--- src/rtl/core/sfa_pkg.sv ---
// Shared types and constants of the sparse fragmented array table.
`default_nettype none
package sfa_pkg;

  localparam int unsigned IdxW   = 13;
  localparam int unsigned CountW = 7;
  localparam int unsigned KeyW   = 32;
  localparam int unsigned CfgW   = 32;

  typedef enum logic [2:0] {
    OP_SET = 3'd0,
    OP_GET = 3'd1,
    OP_DEL = 3'd2,
    OP_HAS = 3'd3,
    OP_CLR = 3'd4
  } op_e;

  typedef enum logic [1:0] {
    ST_OK      = 2'd0,
    ST_BAD_IDX = 2'd1,
    ST_NO_DEL  = 2'd2
  } status_e;

  typedef enum logic [1:0] {
    CFG_FRAGS  = 2'd0,
    CFG_CELLS  = 2'd1,
    CFG_MARKER = 2'd2
  } cfg_e;

  typedef struct packed {
    logic [2:0]               opcode;
    logic [IdxW-1:0]          cell_index;
    logic signed [KeyW-1:0]   key_value;
  } in_t;

  typedef struct packed {
    logic [1:0]               status;
    logic signed [KeyW-1:0]   read_value;
    logic                     key_found;
    logic [IdxW-1:0]          used_cells;
    logic [CountW-1:0]        live_fragments;
  } out_t;

  // Classified command passed from front to back.
  typedef struct packed {
    op_e                op;
    logic               idx_ok;
    logic [IdxW-1:0]    frag;
    logic [CountW-1:0]  off;
    logic [KeyW-1:0]    key;
  } cmd_t;

endpackage
`default_nettype wire

--- src/rtl/core/sfa_queue.sv ---
// Two-entry command queue between front and back.
`default_nettype none
module sfa_queue (
  input  wire logic          clk_i,
  input  wire logic          rst_ni,
  input  wire logic          push_valid_i,
  output      logic          push_ready_o,
  input  wire sfa_pkg::cmd_t push_cmd_i,
  output      logic          pop_valid_o,
  input  wire logic          pop_i,
  output      sfa_pkg::cmd_t pop_cmd_o
);
  import sfa_pkg::*;

  cmd_t       ent_q [2];
  logic       wp_q, rp_q;
  logic [1:0] cnt_q;
  logic       do_push, do_pop;

  assign push_ready_o = (cnt_q != 2'd2);
  assign pop_valid_o  = (cnt_q != 2'd0);
  assign pop_cmd_o    = ent_q[rp_q];
  assign do_push      = push_valid_i && push_ready_o;
  assign do_pop       = pop_i && pop_valid_o;

  always_ff @(posedge clk_i or negedge rst_ni) begin
    if (!rst_ni) begin
      wp_q  <= 1'b0;
      rp_q  <= 1'b0;
      cnt_q <= 2'd0;
    end else begin
      if (do_push) wp_q <= ~wp_q;
      if (do_pop)  rp_q <= ~rp_q;
      cnt_q <= cnt_q + {1'b0, do_push} - {1'b0, do_pop};
    end
  end

  always_ff @(posedge clk_i) begin
    if (do_push) begin
      ent_q[wp_q] <= push_cmd_i;
    end
  end

endmodule
`default_nettype wire

--- config.mk ---
export PLATFORM = sky130hd
export DESIGN_NAME = sfa_queue
export DESIGN_NICKNAME = d
export VERILOG_FILES = /design/src/rtl/core/sfa_pkg.sv /design/src/rtl/core/sfa_queue.sv
export SDC_FILE = /design/constraint.sdc
export NUM_CORES = 1
export LEC_CHECK = 0
export ABC_AREA = 1
export BUFFER_PORTS_ARGS = -buffer_cell sky130_fd_sc_hd__buf_2
export CORE_MARGIN = 3
export CORE_UTILIZATION = 47
export CTS_CLUSTER_DIAMETER = 150
export DETAILED_ROUTE_END_ITERATION = 10
export PLACE_DENSITY = 0.74
export SLEW_MARGIN = 20
export SYNTH_ARGS = -nofsm -noshare
export SYNTH_HDL_FRONTEND = slang
export SYNTH_SLANG_ARGS = --single-unit
--- constraint.sdc ---
create_clock -name clk_i -period 3.1 [get_ports clk_i]
set_input_delay 0.465 -clock clk_i [delete_from_list [all_inputs] [get_ports clk_i]]
set_output_delay 0.465 -clock clk_i [all_outputs]
set_load 0.05 [all_outputs]
# Word level (Yosys, flattened, before mapping)
# Memories as Yosys holds them, arrays and structs flattened.
# Index checks and enable logic that the tools add are counted.
# W data, S select, Z words.
# op_classes
addsub	2
n_reduce_logical	3
eq_ne	1
bitwise_logic	2
mux	2
# op_table
cell	count
$add A2 B1 Y2	1
$logic_and A1 B1 Y1	2
$mux W1	2
$ne A2 B2 Y1 const B	1
$not A1 Y1	2
$reduce_bool A2 Y1	1
$sub A2 B1 Y2	1
# word_totals
memories	1
wordCells	14
mem_bits_rw	112
register_bits	4
# mem_list
memory	depth	word_bits	rd	rd_ports_with_merged_regs	wr	line_no	source
ent_q	2	56	1	0	1	sfa_queue.sv:15	cmd_t ent_q [2];

# Longest topological paths before layout
# depth
depth_word	4
mapped_depth	10
mapped_depth_nobuf	10

# Least setup slack after synthesis
# Ideal clock, no wire load.
# synth_timing
path_kind	register to register
startpoint	reg cnt_q[1]
endpoint	mem ent_q[1][0] (netlist name), enable pin
required_time_ns	2.630
arrival_time_ns	3.296
stages_incl_launch_ff	4
period_less_slack_ns	3.766
path_slack_ns	-0.666
path_cell_list	dfrtp_1 nand2_1 nand2_1 nor2_1
# synth_between
elab_chain_len	4
# synth_rtl
item	line_no	source
start: declaration	sfa_queue.sv:17	logic [1:0] cnt_q;
start signal: assignment	sfa_queue.sv:34	cnt_q <= cnt_q + {1'b0, do_push} - {1'b0, do_pop};
$ne A2 B2 Y1	sfa_queue.sv:20	assign push_ready_o = (cnt_q != 2'd2);
via push_ready_o	sfa_queue.sv:7	output logic push_ready_o,
$logic_and A1 B1 Y1	sfa_queue.sv:23	assign do_push = push_valid_i && push_ready_o;
$mux W1	sfa_queue.sv:39	if (do_push) begin
$mux W1 (not written as such)	sfa_queue.sv:40	ent_q[wp_q] <= push_cmd_i;
end: declaration	sfa_queue.sv:15	
# The timed path passes the listed nets, and every way through them passes these cells.

==> flow_summary.toml <==
[sta]
final.setup.tns_ns = 0
hold_violations = 0
min_period_ns = 2.40
setup_viol = 0
fmax_mhz = 417
post-route-period-util_pct = 77.4
worst_pin_slew_ns = 0.629
fin_worst_skew_ns = 0.00844
slew_headroom_pct = 57.9
grt_setup_unrepaired = "false"
report.final.slew_viol_count = 0
setup_ws_ns = 0.699
hold_slack_ns = 0.150

[grt]
grt_pass1_wl_mm = 12.4
grt.overflow.total = 0
antenna_found_initial = 0
first_global_vias = 2758
grt_start_max_net_pins = 58
grt_usage_pct = 16.3

[cts]
cts_tree = "yes"
clock_latency_ns = 0.50
clockRootBuffer = "clkbuf_8"
clkSinkCount = 116
cts.path.max_buffers = 2
ctsResizeCount = 0
cts_buffers = 17
clkTransAtPathRegs_ns = 0.06
htree_num_levels = 4

[route]
drt_iter0_drc = 108
ant_nets = 0
drc_errors = 0
firstDrtPassIters = 5
vias = 2669
vias_per_cell = 4.64
finalWirelength_mm = 8.08
routedWlPerCell_um = 14.1

[worst_setup_path]
cp_data_required_time_ns = 2.63
cp_max_fo = 36
crit_type = "reg2out"
crit_path_start_kind = "flip-flop"
cp.arrival_ns = 1.94
worstSetupEndpointType = "output port"

[synth]
yosys_warnings = 0
netlist_instances = 324
synth_seq_area_share_pct = 80.7
synth.distinct_cells = 10
syn_area_um2 = 4290
synth.avg_cell_area_um2 = 13.2
yosys_register_bits = 116
synth_nets = 386

[floorplan]
initial_core_util_pct = 48.7
rows = 34
core_area_um2 = 8810
die_h_um = 102
ioPinCount = 118
die_area_um2 = 10300
die_w_um = 102

[outcome]
status = "completed"

[cells_and_area]
fillers = 671
layout-drive-gt1-share_pct = 33.5
final_util_pct = 63.6
layout.nets = 515
area_delta_synth_final_pct = 30.5

[place]
place_congestion = 0.720
dp_hpwl_mm = 5.00
dp_slack_ns = 1.22
io_buffers = 117

[min_path]
min_path_type = "in2reg"

[job]
cap_violations = 0
sequential cells by signal (all words and copies together), names as in the netlist:
register and cells:
wp_q 1, cnt_q 2, ent_q 112, rp_q 1
cells in the final DEF (no fill, tap or decap), types with 2 or more instances in the layout:
| master | instances |
|---|---|
| nand2_1 | 181 |
| inv_2 | 2 |
| clkbuf_16 | 16 |
| ha_1 | 2 |
| clkinv_4 | 3 |
| inv_6 | 3 |
| inv_1 | 7 |
| buf_2 | 117 |
| buf_12 | 3 |
| dfrtp_1 | 3 |
| clkinv_2 | 2 |
| nand3_1 | 3 |
| clkinvlp_4 | 4 |
| edfxtp_1 | 112 |
| bufinv_16 | 2 |
layout make-up:
class	instances	area [um2]	share of cell area (%)
Sequential cell	116	3460	61.9
Multi-Input combinational cell	187	731	13.0
Timing Repair Buffer	122	663	11.8
Clock buffer	17	414	7.39
Clock inverter	15	156	2.79
Tap cell	108	135	2.41
Inverter	9	33.8	0.603
Antenna cell	1	2.50	0.0447
per-layer routing:
layer	GRT usage, %	vias up	share of wire, %
met2	26.5	84	50
met1	18.7	1237	42
met3	7.58	2	7.7
li1	-	1346	-
met4	6.65	0	0.17
met5	0	-	0
stage by stage:
stage / area (um2) / cells
floorplan: 4300 / 324
global placement: 5020 / 541
detailed placement: 5020 / 541
CTS: 5600 / 574
global route: 5600 / 574
finish: 5600 / 575
cells in the mapped netlist:
library cell / number / area [um2]
ha_1: 2 / 25.0
edfxtp_1: 112 / 3360
nand2_1: 181 / 679
inv_1: 8 / 30.0
inv_2: 1 / 3.75
nand3_1: 3 / 15.0
nor2_1: 1 / 3.75
buf_2: 7 / 35.0
dfrtp_1: 4 / 100
buf_4: 5 / 37.5
worst max-delay path, cell delays in order (launching register included):
cell and delay, ns:
dfrtp_2 0.41, inv_2 0.32, buf_12 0.25, nand2_1 0.08, nand2_1 0.09, buf_2 0.27
logic make-up (layout without fill, tap and decap cells):
group / after synthesis / count (layout) / synth area share, %
buffers and inverters: 21 / 163 / 2.48
other: 0 / 1 / 0
adder cells (fa/ha/maj): 2 / 2 / 0.583
AND/OR/NAND/NOR: 185 / 185 / 16.3
flip-flops: 116 / 116 / 80.7
final timing paths:
check	slack [ns]	to	startpoint	cells after the start
worst max-delay path	0.70	pop_cmd_o[42]	rp_q	5
worst min-delay path	0.15	ent_q[1][43]	push_cmd_i[43]	1
worst max register to register	1.32	ent_q[1][21]	cnt_q[1]	4
worst min register to register	0.47	wp_q	wp_q	2
max in group asynchronous	2.67	rp_q	rst_ni	2
min in group asynchronous	0.30	cnt_q[1]	rst_ni	2
timing repair:
item,4_1_cts,5_1_grt
endpoints found under the hold margin,4,0
setup buffers,0,0
hold buffers,1,0
Power is left out: the tool's default activity adds up to more than one toggle a clock period on the data nets, which glitch-free logic cannot reach.
