**src/rtl/core/sfa_pkg.sv**
```systemverilog
// Shared types and constants of the sparse fragmented array table.
`default_nettype none
package sfa_pkg;

  localparam int unsigned IdxW   = 13;
  localparam int unsigned CountW = 7;
  localparam int unsigned KeyW   = 32;
  localparam int unsigned CfgW   = 32;

  typedef enum logic [2:0] {
    OP_SET = 3'd0,
    OP_GET = 3'd1,
    OP_DEL = 3'd2,
    OP_HAS = 3'd3,
    OP_CLR = 3'd4
  } op_e;

  typedef enum logic [1:0] {
    ST_OK      = 2'd0,
    ST_BAD_IDX = 2'd1,
    ST_NO_DEL  = 2'd2
  } status_e;

  typedef enum logic [1:0] {
    CFG_FRAGS  = 2'd0,
    CFG_CELLS  = 2'd1,
    CFG_MARKER = 2'd2
  } cfg_e;

  typedef struct packed {
    logic [2:0]               opcode;
    logic [IdxW-1:0]          cell_index;
    logic signed [KeyW-1:0]   key_value;
  } in_t;

  typedef struct packed {
    logic [1:0]               status;
    logic signed [KeyW-1:0]   read_value;
    logic                     key_found;
    logic [IdxW-1:0]          used_cells;
    logic [CountW-1:0]        live_fragments;
  } out_t;

  // Classified command passed from front to back.
  typedef struct packed {
    op_e                op;
    logic               idx_ok;
    logic [IdxW-1:0]    frag;
    logic [CountW-1:0]  off;
    logic [KeyW-1:0]    key;
  } cmd_t;

endpackage
`default_nettype wire

```
**src/rtl/core/sfa_front.sv**
```systemverilog
// Front end: accepts transactions, checks the index and splits it by serial division.
`default_nettype none
module sfa_front (
  input  wire logic            clk_i,
  input  wire logic            rst_ni,
  input  wire logic            in_valid_i,
  output      logic            in_stall_o,
  input  wire sfa_pkg::in_t    in_i,
  input  wire logic [6:0]      nf_i,
  input  wire logic [6:0]      nc_i,
  output      logic            push_valid_o,
  input  wire logic            push_ready_i,
  output      sfa_pkg::cmd_t   push_cmd_o
);
  import sfa_pkg::*;

  typedef enum logic [2:0] {
    F_IDLE = 3'b001,
    F_DIV  = 3'b010,
    F_PUSH = 3'b100
  } fstate_e;

  fstate_e           state_q, state_d;
  cmd_t              cmd_q, cmd_d;
  logic [IdxW-1:0]   quo_q, quo_d;
  logic [6:0]        rem_q, rem_d;
  logic [3:0]        cnt_q, cnt_d;
  logic [13:0]       cap;
  logic              ok;
  logic [7:0]        rem_sh;
  logic              take;

  assign cap    = 14'(nf_i * nc_i);
  assign ok     = (nc_i != 7'd0) && ({1'b0, in_i.cell_index} < cap);
  assign rem_sh = {rem_q, quo_q[IdxW-1]};
  assign take   = rem_sh >= {1'b0, nc_i};

  assign in_stall_o   = (state_q != F_IDLE);
  assign push_valid_o = (state_q == F_PUSH);
  assign push_cmd_o   = cmd_q;

  always_comb begin
    state_d = state_q;
    cmd_d   = cmd_q;
    quo_d   = quo_q;
    rem_d   = rem_q;
    cnt_d   = cnt_q;
    case (state_q)
      F_IDLE: begin
        if (in_valid_i) begin
          cmd_d.op     = op_e'(in_i.opcode);
          cmd_d.idx_ok = ok;
          cmd_d.frag   = '0;
          cmd_d.off    = '0;
          cmd_d.key    = in_i.key_value;
          quo_d        = in_i.cell_index;
          rem_d        = '0;
          cnt_d        = 4'(IdxW - 1);
          if (ok && (in_i.opcode inside {OP_SET, OP_GET, OP_DEL})) begin
            state_d = F_DIV;
          end else begin
            state_d = F_PUSH;
          end
        end
      end
      F_DIV: begin
        // one quotient bit per cycle, MSB first
        rem_d = take ? 7'(rem_sh - {1'b0, nc_i}) : rem_sh[6:0];
        quo_d = {quo_q[IdxW-2:0], take};
        cnt_d = cnt_q - 4'd1;
        if (cnt_q == 4'd0) begin
          cmd_d.frag = {quo_q[IdxW-2:0], take};
          cmd_d.off  = take ? 7'(rem_sh - {1'b0, nc_i}) : rem_sh[6:0];
          state_d    = F_PUSH;
        end
      end
      F_PUSH: begin
        if (push_ready_i) begin
          state_d = F_IDLE;
        end
      end
      default: state_d = F_IDLE;
    endcase
  end

  always_ff @(posedge clk_i or negedge rst_ni) begin
    if (!rst_ni) begin
      state_q <= F_IDLE;
    end else begin
      state_q <= state_d;
    end
  end

  always_ff @(posedge clk_i) begin
    cmd_q <= cmd_d;
    quo_q <= quo_d;
    rem_q <= rem_d;
    cnt_q <= cnt_d;
  end

endmodule
`default_nettype wire

```
**config.mk**
```make
export PLATFORM = sky130hd
export DESIGN_NAME = sfa_front
export DESIGN_NICKNAME = d
export VERILOG_FILES = /design/src/rtl/core/sfa_pkg.sv /design/src/rtl/core/sfa_front.sv
export SDC_FILE = /design/constraint.sdc
export NUM_CORES = 1
export LEC_CHECK = 0
export BUFFER_PORTS_ARGS = -buffer_cell sky130_fd_sc_hd__buf_4
export CELL_PAD_IN_SITES_DETAIL_PLACEMENT = 1
export CELL_PAD_IN_SITES_GLOBAL_PLACEMENT = 2
export CORE_MARGIN = 5
export CORE_UTILIZATION = 35
export DETAILED_ROUTE_END_ITERATION = 7
export HOLD_SLACK_MARGIN = 0.08
export PLACE_DENSITY = 0.91
export RECOVER_POWER = 25
export SETUP_SLACK_MARGIN = 0.05
export SLEW_MARGIN = 5
export SYNTH_ARGS = -nofsm -noshare
export SYNTH_HDL_FRONTEND = slang
export SYNTH_SLANG_ARGS = --single-unit
export TNS_END_PERCENT = 30
```
**constraint.sdc**
```tcl
create_clock -name clk_i -period 2.78 [get_ports clk_i]
set_input_delay 0.278 -clock clk_i [delete_from_list [all_inputs] [get_ports clk_i]]
set_output_delay 0.278 -clock clk_i [all_outputs]
set_load 0.01 [all_outputs]
```
# Word level (Yosys, flattened, before mapping)
# Index checks and enable logic that the tools add are counted.
[totals]
regBits = 83
elab_cells = 49
out_inout_bits = 58
[classes]
mux = 15
order_cmp = 2
mul = 1
n_eq_ne = 9
n_addsub = 2
reduce_logical = 11
[ops]
columns = ["op", "n"]
rows = [
  ["2-to-1 mux 52 bit", 1],
  ["case mux 20 bit (2 select lines)", 1],
  ["case mux 13 bit (2 select lines)", 1],
  ["2-to-1 mux 20 bit", 1],
  ["< comparator 13 x 14 -> 1 bit", 1],
  ["multiplier 7 x 7 -> 14 bit", 1],
  ["2-to-1 mux 7 bit", 2],
  ["case mux 7 bit (2 select lines)", 1],
  ["2-to-1 mux 13 bit", 1],
  ["2-to-1 mux 3 bit", 4],
  ["case mux 3 bit (3 select lines)", 1],
  ["greater-or-equal comparator 8 x 7 -> 1 bit", 1],
  ["case mux 4 bit (2 select lines)", 1],
  ["nonzero test 7 bit", 1],
  ["subtractor 7 bit", 1],
  ["== test 3 x 1 -> 1 bit, second input constant", 2],
  ["== test 3 x 2 -> 1 bit, second input constant", 2],
  ["AND reduction 3 bit", 2],
  ["zero test 4 bit", 1],
  ["2-to-1 mux 4 bit", 1],
  ["inequality test 2 bit, second input constant", 2],
  ["AND reduction 2 bit", 2],
  ["subtractor 4 x 1 -> 4 bit, second input constant", 1],
  ["== test 3 bit, second input constant", 1],
  ["6 further kinds", 7],
]

# Logic depth before layout (Yosys ltp)
# Gate-level depths: netlist (run 1).
[logic_depth]
depth_word = 7
depth_mapped = 22
depth_no_buf = 22

# Worst setup path after synthesis (run 1)
# OpenSTA, ideal clock, no wires.
[synth_path]
path_kind = "input to register"
start = "input nf_i[3]"
end = "register cmd_q, in the netlist push_cmd_o[52], data pin"
arrival_time_ps = 4625
setup_slack_ps = -2115
cell_stages = 21
path_buffers = 0
t_required_ps = 2511
cell_sequence = "and2_1 > fa_1 > inv_1 > fa_1 > inv_1 > fa_1 > inv_1 > fa_1 > inv_1 > ha_1 > a21oi_1 > o21ai_2 > o21ai_0 > nand2_1 > xnor2_1 > ha_1 > a21o_1 > a21oi_1 > a22o_2 > nor4_2 > nor2_1"
[synth_via]
elab_chain_len = 3
[synth_lines]
columns = ["item", "line", "rtl"]
rows = [
  ["start: declaration", "sfa_front.sv:9", "input wire logic [6:0] nf_i,"],
  ["multiplier 7 x 7 -> 14 bit", "sfa_front.sv:33", "assign cap = 14'(nf_i * nc_i);"],
  ["< comparator 13 x 14 -> 1 bit", "sfa_front.sv:34", "assign ok = (nc_i != 7'd0) && ({1'b0, in_i.cell_index} < cap);"],
  ["logical AND 1 bit", "sfa_front.sv:34", ""],
  ["net ok", "sfa_front.sv:29", "logic ok;"],
  ["end signal: assignment", "sfa_front.sv:95", "cmd_q <= cmd_d;"],
  ["end: declaration", "sfa_front.sv:24", "cmd_t cmd_q, cmd_d;"],
]
# The timed path passes the listed nets, and every way through them passes these cells.
# A chain may end at the register's enable or synchronous reset.

# Final worst setup path (run 1)
[layout_path]
start = "input nc_i[1]"
end = "register cmd_q, in the netlist push_cmd_o[52], data pin"
[layout_via]
elab_chain_len = 3
word_cells_on_any_way = 4
[layout_lines]
columns = ["item", "line", "rtl"]
rows = [
  ["start: declaration", "sfa_front.sv:10", "input wire logic [6:0] nc_i,"],
  ["multiplier 7 x 7 -> 14 bit", "sfa_front.sv:33", ""],
  ["< comparator 13 x 14 -> 1 bit", "sfa_front.sv:34", ""],
  ["logical AND 1 bit *", "sfa_front.sv:34", ""],
  ["net ok", "sfa_front.sv:29", ""],
]
# The timed path passes the listed nets; every way through them passes the cells marked *.

==> impl_results.md, run 1 <==
* Headroom to the max-slew limit at 0.712
* Row Count at 44
* N_diodes at 0
* # Max-Cap Violations at 0
* Wirelength per Cell at ~18 um
* Fin Setup TNS at -5.36 ns
* P_leak at approximately 3.2 nW
* Worst VDD drop at approximately 0.37 mV
* Most frequent cells in the layout: 122 x buf_4, 80 x edfxtp_1, 50 x ha_1
* Power Density at around 840 nW/um2
* Die Ht at between 100 and 150 um
* Worst hold start: in_i[29]
* Initial core utilization at 0.360
* Tmin final at 4.61 ns
* Worst EP arrival at approximately 4.7 ns
* Routed wire length at roughly 14000 um
* Mapped Avg Cell Area at 12.2 um2
* Worst Path Buf+Inv at 5
* Die W at about 130 um
* Core ar. at between 10000 and 15000 um2
* Clk_lat worst skew at roughly 0.33 ns
* Worst Hold Class: input port to flop
* CTS sink count at just over 80
* Worst-margin pin slew at roughly 0.43 ns
* Final Non-Filler Cells at about 810
* Num ports at between 100 and 150
* Post-Route Skew at 0.00578 ns
* Slew Viols, Final at 0
* Outcome: finished, violations left
* Path depth of the worst reg2reg path at 9
* Max frequency at ~220 MHz
* Worst stage delay on the critical path at around 0.54 ns
* Post-DP HPWL at around 12000 um
* Final hold violations at 0
* R2R Setup Slk at approximately 0.38 ns
* Distinct cells, synth at approximately 60
* Util after Layout at 0.489
* Fraction of registers with async set/reset at 0.0361
* Vias at approximately 4100
* Ys flop type: edfxtp_1
* Pre-antenna DRT Iters at 4
* Worst hold stages at 1
* Leading cell type in the layout, fill and taps excluded: buf_4
* Dpl cells at between 700 and 800
* Vias in the first global route at ~4400
* Mapped Area at 5280 um2
* Largest net degree at the start of global routing at 34
* Placer Congestion at around 0.8
* Final hold slack at 0.141 ns
* CTS tree: done
* Kind of cell adding the most delay to the critical path: adder cells
* CP dominant cell by count: fa_1
* Unrepaired setup endpoints after global routing: yes
* Number of flops mapped to enable cells by yosys at 80
* Residual DRC at 0
* Syn Nets at ~580
* Tcrit/Tclk final at 1.66
* Reg-to-reg critical path endpoint: push_cmd_o[33]
* CTS buffer count at 9
* Die area at between 15000 and 20000 um2
* Setup ws final at -1.83 ns
* Failing checks: setup timing
* Maximum level of the CTS H-tree at 3
* Initial antenna violation count at 0
* CP startpoint kind: input port
* Synthesized instance count at around 430
* Hold Crit Endpoint: push_cmd_o[29]
* Vias/cell at about 5.1
* Nets at 760
* Area delta synth->final at 35.6%
* Post-DRT Antenna Nets at 0
* Port Buffers at 123
* Iter 0 DRT Violations at 120
* Grt ovf at 0
* Crit path max-delay cell type: fa_1
* Yosys warning total at 0
* R2R Path Start: quo_q[12]
* Sequential element share of the synthesized area at 0.470
* Final setup viols at 3
* GRT Resource Usage Total at 0.164
* CP endpoint kind: flop
* WP data required at 2.86 ns
* Clock Pin Slew Worst Setup and Hold Paths at approximately 0.060 ns
* Layout fillers at 1597
* First-pass GRT wire length at 23200 um
* FF+latch count, synth at between 80 and 90
* Crit path max fanout at 4
* Critical setup path kind: input port to flop
* Layout cells sized above 1 at 0.320
* Root buffer cell: clkbuf_16
* Place WS at -2.37 ns
* Critical Path, Cell by Cell: buf_6, and2_4, fa_1, inv_1, fa_1, inv_1, fa_1, inv_1, fa_1, inv_2, ha_4, o211ai_1, o21ai_2, a31oi_1, xor2_1, ha_1, and4_4, a21oi_2, nand3_1, a31oi_2, nor4_4, nor2_1
* Clk buf depth at 2
[per-layer routing]
metal	track usage	share of wire	up-vias
met1	0.198	0.43	1984
met4	0.0531	0.020	0
met2	0.289	0.49	141
met3	0.0376	0.056	23
met5	0	0	-
li1	-	-	1924
[flip-flops by register name, summed over array words and instances (netlist names)]
register    count
cnt_q           4
state_q         3
quo_q          13
rem_q           7
push_cmd_o     56
[cells in the mapped netlist (2+ instances only)]
cell,count,area share
nand2b_1,4,0.0047
a21o_1,17,0.024
a31oi_1,3,0.0036
edfxtp_1,80,0.46
xor2_1,4,0.0066
nor2_1,14,0.010
inv_1,42,0.030
o21ai_1,2,0.0019
fa_1,25,0.095
a211oi_1,2,0.0028
o311a_1,4,0.0076
dfrtp_1,2,0.0095
o22ai_1,2,0.0024
o21a_1,4,0.0057
nand4_1,2,0.0024
nor3_1,6,0.0057
and2_2,4,0.0057
nand3_1,10,0.0095
o21ai_0,12,0.011
ha_1,52,0.12
a2111o_1,2,0.0043
xnor2_1,8,0.013
nand2_1,28,0.020
nor2b_1,3,0.0036
nand3b_1,2,0.0028
a21oi_1,17,0.016
clkbuf_1,4,0.0028
a211o_1,2,0.0033
and2_1,45,0.053
o211ai_1,2,0.0028
[metrics by stage]
| step | power, mW | cell area [um2] |
|---|---|---|
| floorplan | 3.64 | 5320 |
| global placement | 4.63 | 6850 |
| detailed placement | 4.78 | 6850 |
| CTS | 6.15 | 7230 |
| global route | 6.45 | 7150 |
| finish | 6.04 | 7150 |
[how the worst max path moves through the flow]
stage / startpoint / endpoint / slack [ns] / cells past startpoint
2_1_floorplan: nf_i[5] / push_cmd_o[52] / -1.89 / 21
3_3_place_gp: nf_i[5] / push_cmd_o[52] / -2.13 / 22
3_5_place_dp: nf_i[5] / push_cmd_o[52] / -2.37 / 22
4_1_cts: nc_i[1] / push_cmd_o[52] / -1.85 / 22
5_1_grt: nf_i[4] / push_cmd_o[52] / -1.99 / 20
6_report: nc_i[1] / push_cmd_o[52] / -1.83 / 22
[timing repair]
item,4_1_cts,5_1_grt
setup endpoints to repair,3,3
setup buffers,2,0
hold buffers,1,0
endpoints found under the hold margin,3,0
gates resized for setup,10,2
pin swaps,6,2
[logic make-up (layout without fill, tap and decap cells)]
kind of cell	count (synthesis)	in the layout	share of synthesized area
simple gates	129	129	0.137
compound gates	83	83	0.118
flops	83	83	0.470
fa+ha+maj	77	77	0.218
buf+inv	48	237	0.0358
xor+xnor	12	12	0.0199
mux	1	1	0.00190
[area by class of cell]
class                   instances  area (um2)  share of cell area
inverters                      42         158              0.0220
multi-input cells             302        2700               0.377
repair buffers                179        1280               0.179
flip-flops and latches         83        2480               0.346
clock buffers                  12         236              0.0331
well taps                     184         230              0.0322
clock inverters                 4        76.3              0.0107
[power breakdown]
part	switching [mW]	internal [mW]	total [mW]
clock network	0.459	0.789	1.25
registers	0.131	1.84	1.97
logic	1.53	1.29	2.82
No activity file was read; power rests on OpenSTA's default activity.
==> run 2, diff against run 1 <==
--- a/config.mk
+++ b/config.mk
@@ -12,7 +12,7 @@
 export CORE_UTILIZATION = 35
 export DETAILED_ROUTE_END_ITERATION = 7
 export HOLD_SLACK_MARGIN = 0.08
-export PLACE_DENSITY = 0.91
+export PLACE_DENSITY = 0.82
 export RECOVER_POWER = 25
 export SETUP_SLACK_MARGIN = 0.05
 export SLEW_MARGIN = 5
==> run 2 against run 1 <==
  * The run still ends with setup timing left
  * Critical path type unchanged
  * Highest routed layer unchanged
  * Combinational power about the same
  * Die area unchanged
  * Sequential share of layout area up 0.061 points
  * Largest cell class unchanged
  * Utilization down 0.085 points
  * Critical endpoint is now state_q[2]
  * Routed wire length down 0.90%
==> impl_results.md, run 2 (synthesis gave the netlist of run 1 again) <==
* Maximum level of the CTS H-tree at 3 (unchanged)
* Dpl cells at 787 (unchanged)
* Die area at 17600 um2 (unchanged)
* Seq pwr share at 0.326 (about the same)
* CP endpoint kind: flop
* Cell-internal power at 3.86 mW (-1.4%)
* CTS buffer count at 9 (unchanged)
* Crit path max fanout at 4 (unchanged)
* Clk buf depth at 2 (unchanged)
* Outcome: finished, violations left
* Grt ovf at 0 (unchanged)
* First-pass GRT wire length at 23100 um (-0.48%)
* Clock Pin Slew Worst Setup and Hold Paths at 0.07 ns (about the same)
* Post-DRT Antenna Nets at 0 (unchanged)
* Core ar. at 14600 um2 (unchanged)
* Worst EP arrival at 4.84 ns (+0.15 ns)
* N_diodes at 0 (unchanged)
* Failing checks: setup timing
* Setup ws final at -1.84 ns (-0.0101 ns)
* Area delta synth->final at 35.3%
* Placer Congestion at 0.834 (+1.9%)
* Headroom to the max-slew limit at 0.442 (-0.271)
* Layout cells sized above 1 at 0.328 (+0.00804)
* Worst VDD drop at 0.375 mV (+2.4%)
* Critical setup path kind: input port to flop
* Largest net degree at the start of global routing at 25 (-26%)
* Tmin final at 4.62 ns (+0.0101 ns)
* Largest register FFs at 56 (unchanged)
* Tcrit/Tclk final at 1.66 (+0.00365)
* Row Count at 44 (unchanged)
* Combinational share of power at 0.471 (+0.004)
* Nets at 760 (unchanged)
* Iter 0 DRT Violations at 255 (+110%)
* Final Non-Filler Cells at 806 (unchanged)
* Final hold violations at 0 (unchanged)
* Wirelength per Cell at 17.6 um (-0.90%)
* Die Ht at 133 um (unchanged)
* Max frequency at 216 MHz (-0.22%)
* Worst Hold Class: input port to flop
* Routed wire length at 14200 um (-0.90%)
* Vias/cell at 5.00 (-1.1%)
* Num ports at 124 (unchanged)
* Pre-antenna DRT Iters at 4 (unchanged)
* Most frequent cells in the layout: 124 x buf_4, 80 x edfxtp_1, 50 x ha_1
* Residual DRC at 0 (unchanged)
* Clock share of power at 0.203 (-0.004)
* Vias in the first global route at 4360 (-1.8%)
* Post-DP HPWL at 11800 um (+1.0%)
* Sw frac at 0.359 (+0.00800)
* Net Sw Power at 2.17 mW (+2.1%)
* Vias at 4029 (-1.1%)
* Clk_lat worst skew at 0.33 ns (about the same)
* GRT Resource Usage Total at 0.164 (-0.000535)
* Power Density at 844 nW/um2 (about the same)
* Die W at 133 um (unchanged)
* CTS sink count at 83 (unchanged)
* Port Buffers at 123 (unchanged)
* CTS tree: done
* P_leak at 3.20 nW (+0.20%)
* Final setup viols at 3 (unchanged)
* Root buffer cell: clkbuf_16
* Initial core utilization at 0.360 (unchanged)
* # Max-Cap Violations at 0 (unchanged)
* Initial antenna violation count at 0 (unchanged)
* Fin Setup TNS at -5.50 ns (-0.146 ns)
* Slew Viols, Final at 0 (unchanged)
* Unrepaired setup endpoints after global routing: yes
* Post-Route Skew at 0.00709 ns (+0.00131 ns)
* WP data required at 3.00 ns (+0.14 ns)
* Worst-margin pin slew at 0.830 ns (+0.401 ns)
* Leading cell type in the layout, fill and taps excluded: buf_4
* CP startpoint kind: input port
==> run 2: worst max-delay path, stage by stage <==
cell      delay (ns)
buf_4           0.11
and2_4          0.15
fa_1            0.53
inv_1           0.05
fa_1            0.47
inv_1           0.05
fa_1            0.47
inv_1           0.05
fa_1            0.49
inv_2           0.05
ha_4            0.27
nand2_1         0.05
a21o_1          0.19
a31oi_4         0.24
nor3_4          0.05
a311oi_2        0.20
ha_1            0.29
a21oi_2         0.18
nand3_1         0.10
a31oi_2         0.20
nor4_4          0.06
buf_4           0.15
o22a_1          0.15
==> run 2: final timing paths <==
check,start,end,slack (ns),cells after the start
setup / recovery,nf_i[5],state_q[2],-1.84,23
hold / removal,in_i[5],push_cmd_o[5],0.14,1
setup reg to reg,rem_q[3],push_cmd_o[38],0.41,6
hold reg to reg,quo_q[9],push_cmd_o[49],0.56,1
max in group asynchronous,rst_ni,state_q[0],2.21,2
min in group asynchronous,rst_ni,state_q[1],0.34,2
==> run 2: per-stage QoR <==
step                      cell area (um2)  hold WS, ns  setup WS (ns)  total power [mW]  utilization
final                                7140        0.140          -1.84              6.03        0.488
after global routing                 7140        0.118          -2.06              6.49        0.488
after CTS                            7200        0.102          -1.88              6.13        0.492
after detailed placement             6840       0.0707          -2.32              4.80        0.467
after global placement               6840       0.0683          -2.15              4.67        0.467
after floorplan                      5320      -0.0176          -1.89              3.64            -
==> run 2: cell type report <==
| type | instances | area [um2] |
|---|---|---|
| timing repair buffer | 179 | 1270 |
| tap | 184 | 230 |
| clock inverter | 7 | 81.3 |
| multi-input combinational | 302 | 2700 |
| sequential | 83 | 2480 |
| fill | 1594 | 7500 |
| inverter | 42 | 158 |
| clock buffer | 9 | 225 |
==> run 2: power groups by stage <==
stage               clock (mW)  combinational, mW  sequential [mW]
floorplan                    0               1.57             2.07
CTS                       1.25               2.90             1.97
global route              1.32               3.17             2.00
detailed placement           0               2.81             2.00
finish                    1.22               2.84             1.97
global placement             0               2.70             1.97
==> run 2: routing by layer <==
metal	wire length (um)	vias up	track usage	share of wire
li1	-	1929	-	-
met1	6160	1991	0.207	0.43
met2	7280	99	0.287	0.51
met3	575	10	0.0292	0.041
met4	178	0	0.0468	0.013
met5	0	-	0	0
==> run 2: timing repair <==
| action | in CTS | in global routing |
|---|---|---|
| buffers inserted | 2 | 0 |
| resized for setup | 9 | 3 |
| hold endpoints to repair | 3 | 0 |
| hold buffers | 1 | 0 |
| setup endpoints to repair | 3 | 3 |
| pin swaps | 12 | 4 |
==> run 3, diff against run 2 <==
--- a/config.mk
+++ b/config.mk
@@ -14,7 +14,7 @@
 export HOLD_SLACK_MARGIN = 0.08
 export PLACE_DENSITY = 0.82
 export RECOVER_POWER = 25
-export SETUP_SLACK_MARGIN = 0.05
+export SETUP_SLACK_MARGIN = 0.3
 export SLEW_MARGIN = 5
 export SYNTH_ARGS = -nofsm -noshare
 export SYNTH_HDL_FRONTEND = slang
==> run 3 against run 2 <==
  * The run still ends with setup timing left
  * Sequential share of layout area barely moved
  * Clock power barely moved
  * Utilization barely moved
  * Fmax hardly changed
==> impl_results.md, run 3 (synthesis gave the netlist of run 1 again) <==
* Area delta synth->final at 35.4% (about the same)
* Most frequent cells in the layout: 124 x buf_4, 80 x edfxtp_1, 50 x ha_1
* Worst EP arrival at 4.84 ns (about the same)
* Port Buffers at 123 (unchanged)
* Nets at 760 (unchanged)
* Pre-antenna DRT Iters at 4 (unchanged)
* Initial antenna violation count at 0 (unchanged)
* Slew Viols, Final at 0 (unchanged)
* CTS tree: done
* First-pass GRT wire length at 23100 um (unchanged)
* Sw frac at 0.359 (about the same)
* Cell-internal power at 3.86 mW (about the same)
* Layout cells sized above 1 at 0.330 (+0.00161)
* Worst-margin pin slew at 0.830 ns (+0.0000337 ns)
* Core ar. at 14600 um2 (unchanged)
* Tmin final at 4.62 ns (-0.0000300 ns)
* Post-DRT Antenna Nets at 0 (unchanged)
* Row Count at 44 (unchanged)
* N_diodes at 0 (unchanged)
* CP endpoint kind: flop
* Root buffer cell: clkbuf_16
* Final setup viols at 3 (unchanged)
* Clk_lat worst skew at 0.33 ns (about the same)
* Worst hold stages at 1 (unchanged)
* CP startpoint kind: input port
* Post-Route Skew at 0.00709 ns (unchanged)
* Maximum level of the CTS H-tree at 3 (unchanged)
* Leading cell type in the layout, fill and taps excluded: buf_4
* Finished Cell Area at 7140 um2 (about the same)
* GRT Resource Usage Total at 0.164 (unchanged)
* Vias/cell at 5.00 (about the same)
* Grt ovf at 0 (unchanged)
* Num ports at 124 (unchanged)
* WP data required at 3.00 ns (about the same)
* Place WS at -2.32 ns (unchanged)
* Routed wire length at 14200 um (-0.18%)
* Clk buf depth at 2 (unchanged)
* Largest register FFs at 56 (unchanged)
* Unrepaired setup endpoints after global routing: yes
* Setup ws final at -1.84 ns (+0.0000300 ns)
* Power Density at 844 nW/um2 (about the same)
* Crit path max fanout at 4 (unchanged)
* Initial core utilization at 0.360 (unchanged)
* Clock share of power at 0.203 (about the same)
* Seq pwr share at 0.326 (about the same)
* Post-DP HPWL at 11800 um (unchanged)
* Final hold violations at 0 (unchanged)
* Residual DRC at 0 (unchanged)
* Die W at 133 um (unchanged)
* Max frequency at 216 MHz (about the same)
* Headroom to the max-slew limit at 0.442 (about the same)
* CTS sink count at 83 (unchanged)
* Combinational share of power at 0.471 (about the same)
* Vias at 4032 (+0.074%)
* Die Ht at 133 um (unchanged)
* Tot Pwr at 6.03 mW (about the same)
* Worst VDD drop at 0.375 mV (+0.10%)
* Tcrit/Tclk final at 1.66 (about the same)
* Layout fillers at 1593 (-0.063%)
* Failing checks: setup timing
* Worst Hold Class: input port to flop
* Iter 0 DRT Violations at 237 (-7.1%)
* Vias in the first global route at 4360 (unchanged)
* Net Sw Power at 2.17 mW (about the same)
* Wirelength per Cell at 17.6 um (-0.18%)
* Path depth of the worst reg2reg path at 6 (unchanged)
* Critical setup path kind: input port to flop
* P_leak at 3.20 nW (about the same)
* Outcome: finished, violations left
* Die area at 17600 um2 (unchanged)
* # Max-Cap Violations at 0 (unchanged)
* Largest net degree at the start of global routing at 25 (unchanged)
* Clock Pin Slew Worst Setup and Hold Paths at 0.07 ns (about the same)
* Placer Congestion at 0.834 (unchanged)
* CTS buffer count at 9 (unchanged)
* Placed inst area at 6840 um2 (unchanged)
## run 3: cell counts in the layout (fill, tap and decap cells not counted)
No cell type changed its count.
## run 3: per-layer routing
metal  track usage  share of wire  up-vias  wire (um)
met5             0              0        -          0
met4        0.0468          0.013        0        178
met3        0.0292          0.041       10        575
met2         0.287           0.51       99       7270
met1         0.207           0.43     1991       6140
li1              -              -     1932          -
## run 3: timing repair
action,in CTS,in global routing
hold endpoints to repair,3,0
buffers inserted,2,0
hold buffers,1,0
resized for setup,9,4
setup endpoints to repair,3,4
pin swaps,12,4
## run 3: worst paths after layout
kind                            startpoint              to  slack, ns
worst max register to register    rem_q[3]  push_cmd_o[38]       0.40
worst min register to register    quo_q[9]  push_cmd_o[49]       0.56
min in group asynchronous           rst_ni      state_q[1]       0.34
max in group asynchronous           rst_ni      state_q[0]       2.21
worst max-delay path               nf_i[5]      state_q[2]      -1.84
worst min-delay path               in_i[5]   push_cmd_o[5]       0.14
## run 3: per-stage QoR
step / hold WS (ns) / setup TNS, ns / utilization / std cells
floorplan: -0.0176 / -5.52 / - / 433
global placement: 0.0683 / -6.30 / 0.467 / 787
detailed placement: 0.0707 / -6.76 / 0.467 / 787
CTS: 0.102 / -5.59 / 0.492 / 806
global route: 0.118 / -6.14 / 0.488 / 806
finish: 0.140 / -5.50 / 0.488 / 806
## run 3: power groups by stage
stage / sequential [mW] / clock [mW] / combinational (mW)
2_1_floorplan: 2.07 / 0 / 1.57
3_3_place_gp: 1.97 / 0 / 2.70
3_5_place_dp: 2.00 / 0 / 2.81
4_1_cts: 1.97 / 1.25 / 2.90
5_1_grt: 2.00 / 1.32 / 3.17
6_report: 1.97 / 1.22 / 2.84
## run 3: area by class of cell
type                    count  area [um2]  share of cell area
clock buffers               9         225              0.0315
clock inverters             7        81.3              0.0114
inverters                  42         158              0.0221
multi-input cells         302        2700               0.378
flip-flops and latches     83        2480               0.347
well taps                 184         230              0.0322
repair buffers            179        1270               0.177
## run 3: worst max-delay path, stage by stage
cell	delay, ns
buf_4	0.11
and2_4	0.15
fa_1	0.53
inv_1	0.05
fa_1	0.47
inv_1	0.05
fa_1	0.47
inv_1	0.05
fa_1	0.49
inv_2	0.05
ha_4	0.27
nand2_1	0.05
a21o_1	0.19
a31oi_4	0.24
nor3_4	0.05
a311oi_2	0.20
ha_1	0.29
a21oi_2	0.18
nand3_1	0.10
a31oi_2	0.20
nor4_4	0.06
buf_4	0.15
o22a_1	0.15
